--- src/hdl/iosbc_pkg.sv ---
// ---------------------------------------------------------------------------
// iosbc_pkg
// Shared types and constants of the I/O space byte-cycle decoder.
// ---------------------------------------------------------------------------
package iosbc_pkg;

  // low address bits kept for the mirrored device block
  localparam int unsigned MirrorBits = 17;
  // each device window spans 2**WinBits bytes
  localparam int unsigned WinBits    = 13;

  // access size codes
  localparam logic [1:0] SizeByte = 2'd0;
  localparam logic [1:0] SizeWord = 2'd1;
  localparam logic [1:0] SizeLong = 2'd2;

  // window numbers, mirrored address bits [16:13]
  localparam logic [3:0] WinVia1   = 4'h0;  // 0x00000
  localparam logic [3:0] WinVia2   = 4'h1;  // 0x02000
  localparam logic [3:0] WinSerial = 4'h2;  // 0x04000
  localparam logic [3:0] WinHsDma  = 4'h3;  // 0x06000
  localparam logic [3:0] WinDiskReg = 4'h8; // 0x10000
  localparam logic [3:0] WinBlDma  = 4'h9;  // 0x12000
  localparam logic [3:0] WinSound  = 4'hA;  // 0x14000
  localparam logic [3:0] WinFloppy = 4'hB;  // 0x16000

  // data register offset used for writes
  localparam logic [WinBits-1:0] DataRegWrite = 13'h201;

  typedef enum logic [2:0] {
    DevVia1     = 3'd0,
    DevVia2     = 3'd1,
    DevSerial   = 3'd2,
    DevDisk     = 3'd3,
    DevSound    = 3'd4,
    DevFloppy   = 3'd5,
    DevUnmapped = 3'd6
  } dev_t;

  // one byte cycle before decode
  typedef struct packed {
    logic                  wr;
    logic                  dma;
    logic [MirrorBits-1:0] addr;
    logic [7:0]            data;
    logic [1:0]            lane;
    logic                  last;
  } cyc_t;

  // one decoded byte cycle
  typedef struct packed {
    dev_t               dev;
    logic [WinBits-1:0] off;
    logic               wr;
    logic [7:0]         data;
    logic [1:0]         lane;
    logic               last;
  } res_t;

  function automatic logic is_dma_win(logic [3:0] win);
    return (win == WinHsDma) || (win == WinBlDma);
  endfunction

endpackage

--- src/hdl/io_space_byte_cycle_decoder.sv ---
// ---------------------------------------------------------------------------
// io_space_byte_cycle_decoder
// Splits one I/O bus access into device byte cycles, msb first, and decodes
// each cycle to a device window and register offset.
// ---------------------------------------------------------------------------
//
//  channel  | handshake          | payload
//  ---------+--------------------+--------------------------------------------
//  access   | start / busy       | action, access_size, bus_address, write_data
//  cycle    | strobe (no stall)  | target_device, register_offset, is_write,
//           |                    | byte_value, byte_lane, last_cycle
//
//  an access is taken at an edge with start high and busy low
//  byte cycles leave one per clock, the first one after the transfer has
//  passed the access register, then the result register
//  a byte access has one lane, a word two, a longword four: the lane counter
//  in the sequencer steps through them, busy drops during the last lane so
//  accesses follow each other with no gap
//  synchronous active-high reset clears the sequencer and the strobe
//  the receiver has no stall input, every strobe is a completed transfer
//
module io_space_byte_cycle_decoder import iosbc_pkg::*; (
  input  logic        clk,
  input  logic        rst,
  input  logic        start,
  input  logic        action,
  input  logic [1:0]  access_size,
  input  logic [31:0] bus_address,
  input  logic [31:0] write_data,
  output logic        busy,
  output logic        strobe,
  output logic [2:0]  target_device,
  output logic [12:0] register_offset,
  output logic        is_write,
  output logic [7:0]  byte_value,
  output logic [1:0]  byte_lane,
  output logic        last_cycle
);

  cyc_t cyc;
  logic cyc_valid;
  res_t res_next;
  res_t res;

  // access register and lane counter
  iosbc_seq u_seq (
    .clk         (clk),
    .rst         (rst),
    .start       (start),
    .action      (action),
    .access_size (access_size),
    .bus_address (bus_address),
    .write_data  (write_data),
    .busy        (busy),
    .cyc_valid   (cyc_valid),
    .cyc         (cyc)
  );

  // window decode of the current lane address
  iosbc_decode u_decode (
    .cyc (cyc),
    .res (res_next)
  );

  // result register, strobe is the only control bit
  always_ff @(posedge clk) begin
    if (rst) begin
      strobe <= 1'b0;
    end else begin
      strobe <= cyc_valid;
    end
  end

  always_ff @(posedge clk) begin
    if (cyc_valid) begin
      res <= res_next;
    end
  end

  assign target_device   = res.dev;
  assign register_offset = res.off;
  assign is_write        = res.wr;
  assign byte_value      = res.data;
  assign byte_lane       = res.lane;
  assign last_cycle      = res.last;

endmodule

--- src/hdl/iosbc_seq.sv ---
// ---------------------------------------------------------------------------
// iosbc_seq
// Holds the accepted access and steps through its byte cycles, one a clock.
// ---------------------------------------------------------------------------
module iosbc_seq import iosbc_pkg::*; (
  input  logic        clk,
  input  logic        rst,
  input  logic        start,
  input  logic        action,
  input  logic [1:0]  access_size,
  input  logic [31:0] bus_address,
  input  logic [31:0] write_data,
  output logic        busy,
  output logic        cyc_valid,
  output cyc_t        cyc
);

  logic                  active;
  logic [1:0]            idx;
  logic [1:0]            last_idx;
  logic                  wr;
  logic                  dma;
  logic [MirrorBits-1:0] base;
  logic [31:0]           data;

  logic                  accept;
  logic [1:0]            last_idx_next;
  logic [1:0]            byte_sel;
  logic [MirrorBits-1:0] cyc_addr;

  assign busy   = active && (idx != last_idx);
  assign accept = start && !busy;

  always_comb begin
    case (access_size)
      SizeByte: last_idx_next = 2'd0;
      SizeWord: last_idx_next = 2'd1;
      default:  last_idx_next = 2'd3;  // longword, unused code too
    endcase
  end

  always_ff @(posedge clk) begin
    if (rst) begin
      active <= 1'b0;
      idx    <= 2'd0;
    end else if (accept) begin
      active <= 1'b1;
      idx    <= 2'd0;
    end else if (active) begin
      if (idx == last_idx) begin
        active <= 1'b0;
      end else begin
        idx <= idx + 2'd1;
      end
    end
  end

  always_ff @(posedge clk) begin
    if (accept) begin
      last_idx <= last_idx_next;
      wr       <= action;
      base     <= bus_address[MirrorBits-1:0];
      data     <= write_data;
      dma      <= access_size[1] &&
                  is_dma_win(bus_address[MirrorBits-1:WinBits]);
    end
  end

  // byte of the data word for this lane, msb first
  assign byte_sel = last_idx - idx;
  assign cyc_addr = base + MirrorBits'(idx);

  assign cyc_valid = active;
  always_comb begin
    cyc.wr   = wr;
    cyc.dma  = dma;
    cyc.addr = cyc_addr;
    cyc.data = wr ? data[{byte_sel, 3'b000} +: 8] : 8'd0;
    cyc.lane = idx;
    cyc.last = (idx == last_idx);
  end

endmodule

--- src/hdl/iosbc_decode.sv ---
// ---------------------------------------------------------------------------
// iosbc_decode
// Maps one mirrored byte cycle address to a device and register offset.
// ---------------------------------------------------------------------------
module iosbc_decode import iosbc_pkg::*; (
  input  cyc_t cyc,
  output res_t res
);

  logic [WinBits-1:0] data_off;
  logic [WinBits-1:0] win_off;

  assign data_off = cyc.wr ? DataRegWrite : '0;
  assign win_off  = cyc.addr[WinBits-1:0];

  always_comb begin
    res.wr   = cyc.wr;
    res.data = cyc.data;
    res.lane = cyc.lane;
    res.last = cyc.last;
    if (cyc.dma) begin
      res.dev = DevDisk;
      res.off = data_off;
    end else begin
      case (cyc.addr[MirrorBits-1:WinBits])
        WinVia1:    begin res.dev = DevVia1;     res.off = win_off;  end
        WinVia2:    begin res.dev = DevVia2;     res.off = win_off;  end
        WinSerial:  begin res.dev = DevSerial;   res.off = win_off;  end
        WinHsDma:   begin res.dev = DevDisk;     res.off = data_off; end
        WinDiskReg: begin res.dev = DevDisk;     res.off = win_off;  end
        WinBlDma:   begin res.dev = DevDisk;     res.off = data_off; end
        WinSound:   begin res.dev = DevSound;    res.off = win_off;  end
        WinFloppy:  begin res.dev = DevFloppy;   res.off = win_off;  end
        default:    begin res.dev = DevUnmapped; res.off = '0;       end
      endcase
    end
  end

endmodule
--- config.mk ---
export PLATFORM = sky130hd
export DESIGN_NAME = io_space_byte_cycle_decoder
export DESIGN_NICKNAME = d
export VERILOG_FILES = /design/src/hdl/iosbc_pkg.sv /design/src/hdl/io_space_byte_cycle_decoder.sv /design/src/hdl/iosbc_seq.sv /design/src/hdl/iosbc_decode.sv
export SDC_FILE = /design/constraint.sdc
export NUM_CORES = 1
export LEC_CHECK = 0
export ABC_AREA = 1
export BUFFER_PORTS_ARGS = -buffer_cell sky130_fd_sc_hd__clkbuf_2
export CAP_MARGIN = 15
export CORE_ASPECT_RATIO = 0.5
export CORE_UTILIZATION = 48
export CTS_CLUSTER_DIAMETER = 120
export DETAILED_ROUTE_END_ITERATION = 7
export PLACE_DENSITY = 0.76
export SYNTH_ARGS = -nofsm -noshare
export SYNTH_HDL_FRONTEND = slang
export SYNTH_HIERARCHICAL = 1
export SYNTH_SLANG_ARGS = --single-unit
--- constraint.sdc ---
create_clock -name clk -period 2.5 [get_ports clk]
set_input_delay 0 -clock clk [delete_from_list [all_inputs] [get_ports clk]]
set_output_delay 0 -clock clk [all_outputs]
set_load 0.05 [all_outputs]
# Word level (Yosys, flattened, before mapping)
# Cells that the tools add are included.
# classes
n_addsub	3
n_eq_ne	12
shift	1
mux	7
bitwise	1
n_reduce_logical	10
# ops
operator	count
$pmux 16 s7	1
$shiftx 32x6->8	1
$eq 4x4->1 const B	5
$add 17x2->17	1
$mux 13	1
$eq 4x2->1 const B	3
$mux 10	1
$eq 4x1->1 const B	1
$logic_not 4->1	1
$pmux 2 s2	1
$reduce_or 2->1	2
$logic_and 1x1->1	3
$mux 1	3
$add 2x1->2 const B	1
$eq 2x1->1 const B	1
$eq 2x2->1	1
$logic_not 2->1	1
$ne 2x2->1	1
$reduce_and 2->1	1
$sub 2x2->2	1
$logic_not 1->1	1
$logic_or 1x1->1	1
$not 1->1	1
# word_totals
regBits	85
in_bits	70
out_inout_bits	30
word_cells	48

# Logic depth before layout (Yosys ltp)
# logic_depth
ltp_word	5
ltp_mapped	16
ltp_nobuf	16

# Modules after synthesis
# The synthesis kept the hierarchy.
# by_module_without_submodules
module	n_inst	cells_each	area_per_inst_um2	seq_area_each_um2
iosbc_seq	1	253	2651.3	1651.6
io_space_byte_cycle_decoder	1	31	870.8	860.8
iosbc_decode	1	60	324.1	0.0

# Least setup slack after synthesis
# OpenSTA, ideal clock, no wires.
# synth_path
kind	reg-to-reg
from	register u_seq.idx[0]
to	register u_seq.base[0] (enable)
setup_time_ps	407
arrival_time_ps	2175
t_required_ps	2093
slack_ps	-82
path_stages_with_launch	7
path_buffers	1
period_less_slack_ps	2582
cell_sequence	dfxtp_1 > ha_1 > buf_6 > nand3_4 > nand2_2 > nand2_1 > inv_1
# synth_between
elab_chain_len	4
# synth_lines
element	line	rtl
from (decl)	iosbc_seq.sv:19	logic [1:0] idx;
from (signal assigned)	iosbc_seq.sv:53	idx <= idx + 2'd1;
$ne 2x2->1	iosbc_seq.sv:31	assign busy = active && (idx != last_idx);
$logic_and 1x1->1	iosbc_seq.sv:31	
$logic_not 1->1	iosbc_seq.sv:32	assign accept = start && !busy;
$logic_and 1x1->1	iosbc_seq.sv:32	
via u_seq.accept	iosbc_seq.sv:26	logic accept;
to (signal assigned)	iosbc_seq.sv:62	base <= bus_address[MirrorBits-1:0];
to (decl)	iosbc_seq.sv:23	logic [MirrorBits-1:0] base;
# The timed path passes the listed nets, and every way through them passes these cells.
# A chain may end at the register's enable or synchronous reset.

==> parameters.txt <==
Parameter                              Value

Timing
  Post-Route Skew    roughly 0.0050 ns
  Highest clock rate    roughly 430 MHz
  Slew at the pin closest to its max-slew limit    between 0.5 and 0.6 ns
  Final Hold Violating Endpoints    0
  Fin. max-slew vios    0
  Min Tclk post-route    2.34 ns
  Max_slew headroom    64.8%
  Part of the cycle the worst path needs    between 90 and 100%
  Setup Viol. Count Final    0

Die
  Die span in y    roughly 65 um
  I/O Pins    100
  Core Region    7540 um2
  Core Rows    22
  Full die area    8400 um2
  Initial Util    between 50% and 60%
  Die outline width    129 um

Clocking
  Sinks on the clock net    between 80 and 90
  TritonCTS Buffers    9
  Post CTS Setup Buffer Count    0
  Worst-case clock buffer depth    2
  TritonCTS clock tree    yes
  Clock insertion delay at the later pin of the skew report    0.33 ns
  Number of levels in the clock H-tree    3
  Clock transition at path regs    around 0.06 ns
  Cell at the root of the clock tree    sky130_fd_sc_hd__clkbuf_16

Critical path
  CP Data Arrival Time    approximately 2.4 ns
  Largest driver fanout on the critical path    7
  Class of the most critical setup path    reg2reg
  Depth of the worst register-to-register path    14
  Required time worst endpoint    2.59 ns
  Internal reg-to-reg setup slack    around 0.16 ns
  Capturing element type of the critical path    flop
  Type of origin of the critical path    flop

Route
  Vias post-DR    around 2.7k
  Residual antenna-violating net count after detailed routing    0
  Wire per inst    roughly 12 um
  Sum of routed wire length over all layers    between 7 and 8 mm
  Count of unresolved DRC violations after routing    0
  First-pass detailed-route iteration total    4
  First DRT Iteration DRCs    155
  Detail-routed via count per cell    about 4.5

Cells and area
  Total non-filler cell area in the finished layout    about 5200 um2
  Final antenna diode count    0
  Fraction of final layout cells sized beyond drive strength 1    29.0%
  Final Non-Filler Cells    594
  Filler instances    between 500 and 600
  Area added between synthesis and finish    34.2%
  Final Net Count    around 560

Placement
  Cell area after placement    between 4000 and 5000 um2
  Gpl congestion    0.825
  Number of buffer cells added on primary ports    84
  HPWL reported at the end of detailed placement    4.78 mm
  Total instance count after detailed placement    around 520

Power and ir drop
  Power Density    679 nW/um2
  IR Drop Worst-Case VDD    about 0.44 mV
  Leakage power    approximately 2.3 nW

Min path
  Hold-critical path depth    2
  Class of the worst hold path    in2reg

Run status
  Status    complete, no violations

Synthesis
  Post-synth top area share    63.2%
  Fraction of the yosys area taken by sequential cells    about two thirds
  Count of yosys warnings during synthesis    6
  Post-synthesis instance total    ~340
  Cell taking the most area after synthesis    sky130_fd_sc_hd__edfxtp_1
  Synth Net Count    roughly 420
  Most common library cells after synthesis    81 x sky130_fd_sc_hd__edfxtp_1, 80 x sky130_fd_sc_hd__nand2_1, 37 x sky130_fd_sc_hd__inv_1, 30 x sky130_fd_sc_hd__nor2_1, 25 x sky130_fd_sc_hd__nand3_1
  Netlist cell types    30
  Main area contributors after synthesis    sky130_fd_sc_hd__edfxtp_1 63%, sky130_fd_sc_hd__nand2_1 7.8%, sky130_fd_sc_hd__inv_1 3.6%
  Number of storage elements in the synthesis netlist    85
  Post-Syn Area    3850 um2
  Mean Syn Cell Area    about 11 um2
  Fraction of registers with async set/reset    0%
  Commonest register cell after synthesis    sky130_fd_sc_hd__edfxtp_1
  Number of synthesized flops with an enable pin    81
  Most numerous cell in the Yosys netlist    sky130_fd_sc_hd__edfxtp_1

Job
  Max cap viols    0

Global routing
  Largest net degree at the start of global routing    31
  Number of global-route vias before repair    about 2.6k
  Initial antenna violation count    0
  Aggregate global routing overflow    0
  Aggregate global-route resource usage    about a fifth
  First-pass GRT wire length    roughly 12 mm
-- final timing paths --
check	endpoint	startpoint
hold / removal	u_seq/data[6]	write_data[6]
setup / recovery	register_offset[8]	u_seq/idx[0]
setup reg to reg	register_offset[8]	u_seq/idx[0]
hold reg to reg	u_seq/idx[0]	u_seq/cyc_valid
-- sequential cells by signal, indices dropped and copies added (netlist names) --
name,count
is_write,1
strobe,1
u_seq/wr,1
u_seq/dma,1
u_seq/cyc_valid,1
u_seq/idx,2
byte_lane,2
u_seq/base,17
u_seq/data,32
byte_value,8
u_seq/last_idx,2
register_offset,13
last_cycle,1
target_device,3
-- per-stage QoR --
stage,total power [mW],utilization [%],worst slack (ns),setup TNS [ns],hold slack [ns]
2_1_floorplan,2.08,-,0.107,0,0.0669
6_report,3.50,68.4,0.162,0,0.371
3_3_place_gp,2.18,57.2,0.159,0,0.177
5_1_grt,3.64,68.4,-0.00642,-0.00866,0.370
3_5_place_dp,2.18,57.2,0.0742,0,0.179
4_1_cts,3.52,68.3,0.0268,0,0.361
-- metal layers --
layer	part of all wire (%)	up-vias	track usage (%)
li1	-	1390	-
met1	45	1227	23.5
met2	50	67	34.3
met3	4.2	7	5.37
met4	1.2	0	6.62
met5	0	-	0
-- cells in the final DEF (no fill, tap or decap), drive strengths merged, types with 8 or more instances in the layout --
cell type,count
dlygate4sd3,54
nand3,28
inv,40
xor2,8
or2,9
nand2,91
o21ai,9
clkbuf,93
edfxtp,81
buf,8
nor2,35
-- worst max-delay path, cell delays in order (launching register included) --
cell and delay [ns]:
sky130_fd_sc_hd__dfxtp_1 0.36, sky130_fd_sc_hd__ha_1 0.19, sky130_fd_sc_hd__inv_1 0.06, sky130_fd_sc_hd__fa_2 0.37, sky130_fd_sc_hd__nor2_4 0.16, sky130_fd_sc_hd__inv_2 0.06
sky130_fd_sc_hd__nor2_4 0.11, sky130_fd_sc_hd__nand4_1 0.08, sky130_fd_sc_hd__nand2_1 0.14, sky130_fd_sc_hd__inv_1 0.06, sky130_fd_sc_hd__nand2_2 0.10, sky130_fd_sc_hd__nand3_4 0.10
sky130_fd_sc_hd__buf_4 0.19, sky130_fd_sc_hd__nand3_1 0.06, sky130_fd_sc_hd__inv_1 0.04
-- power breakdown --
| part | switching (mW) | internal (mW) |
|---|---|---|
| clock network | 0.515 | 0.765 |
| registers | 0.0403 | 1.67 |
| logic | 0.319 | 0.190 |
-- what timing repair did --
action,in CTS,in global routing
endpoints found under the setup margin,0,10
hold endpoints to repair,57,0
hold buffers,54,0
resized for setup,0,3
-- layout make-up --
type,instances,area (um2),share of cell area [%]
Multi-Input combinational cell,198,1030,20.0
Clock buffer,9,225,4.36
Sequential cell,85,2510,48.7
Clock inverter,7,66.3,1.28
Tap cell,108,135,2.62
Timing Repair Buffer,146,1030,20.0
Inverter,41,158,3.05
-- kinds of logic (layout without fill, tap and decap cells) --
kind of cell               after synthesis  after routing  synth area share [%]
and+or+nand+nor                        170            170                  20.6
buffers and inverters                   61            203                  8.20
AOI/OAI and AO/OA                       12             12                  1.63
DFF                                     85             85                  65.3
adders and majority gates                4              4                  1.50
xor gates and xnor gates                12             12                  2.73
Power figures use the tool's default switching activity.
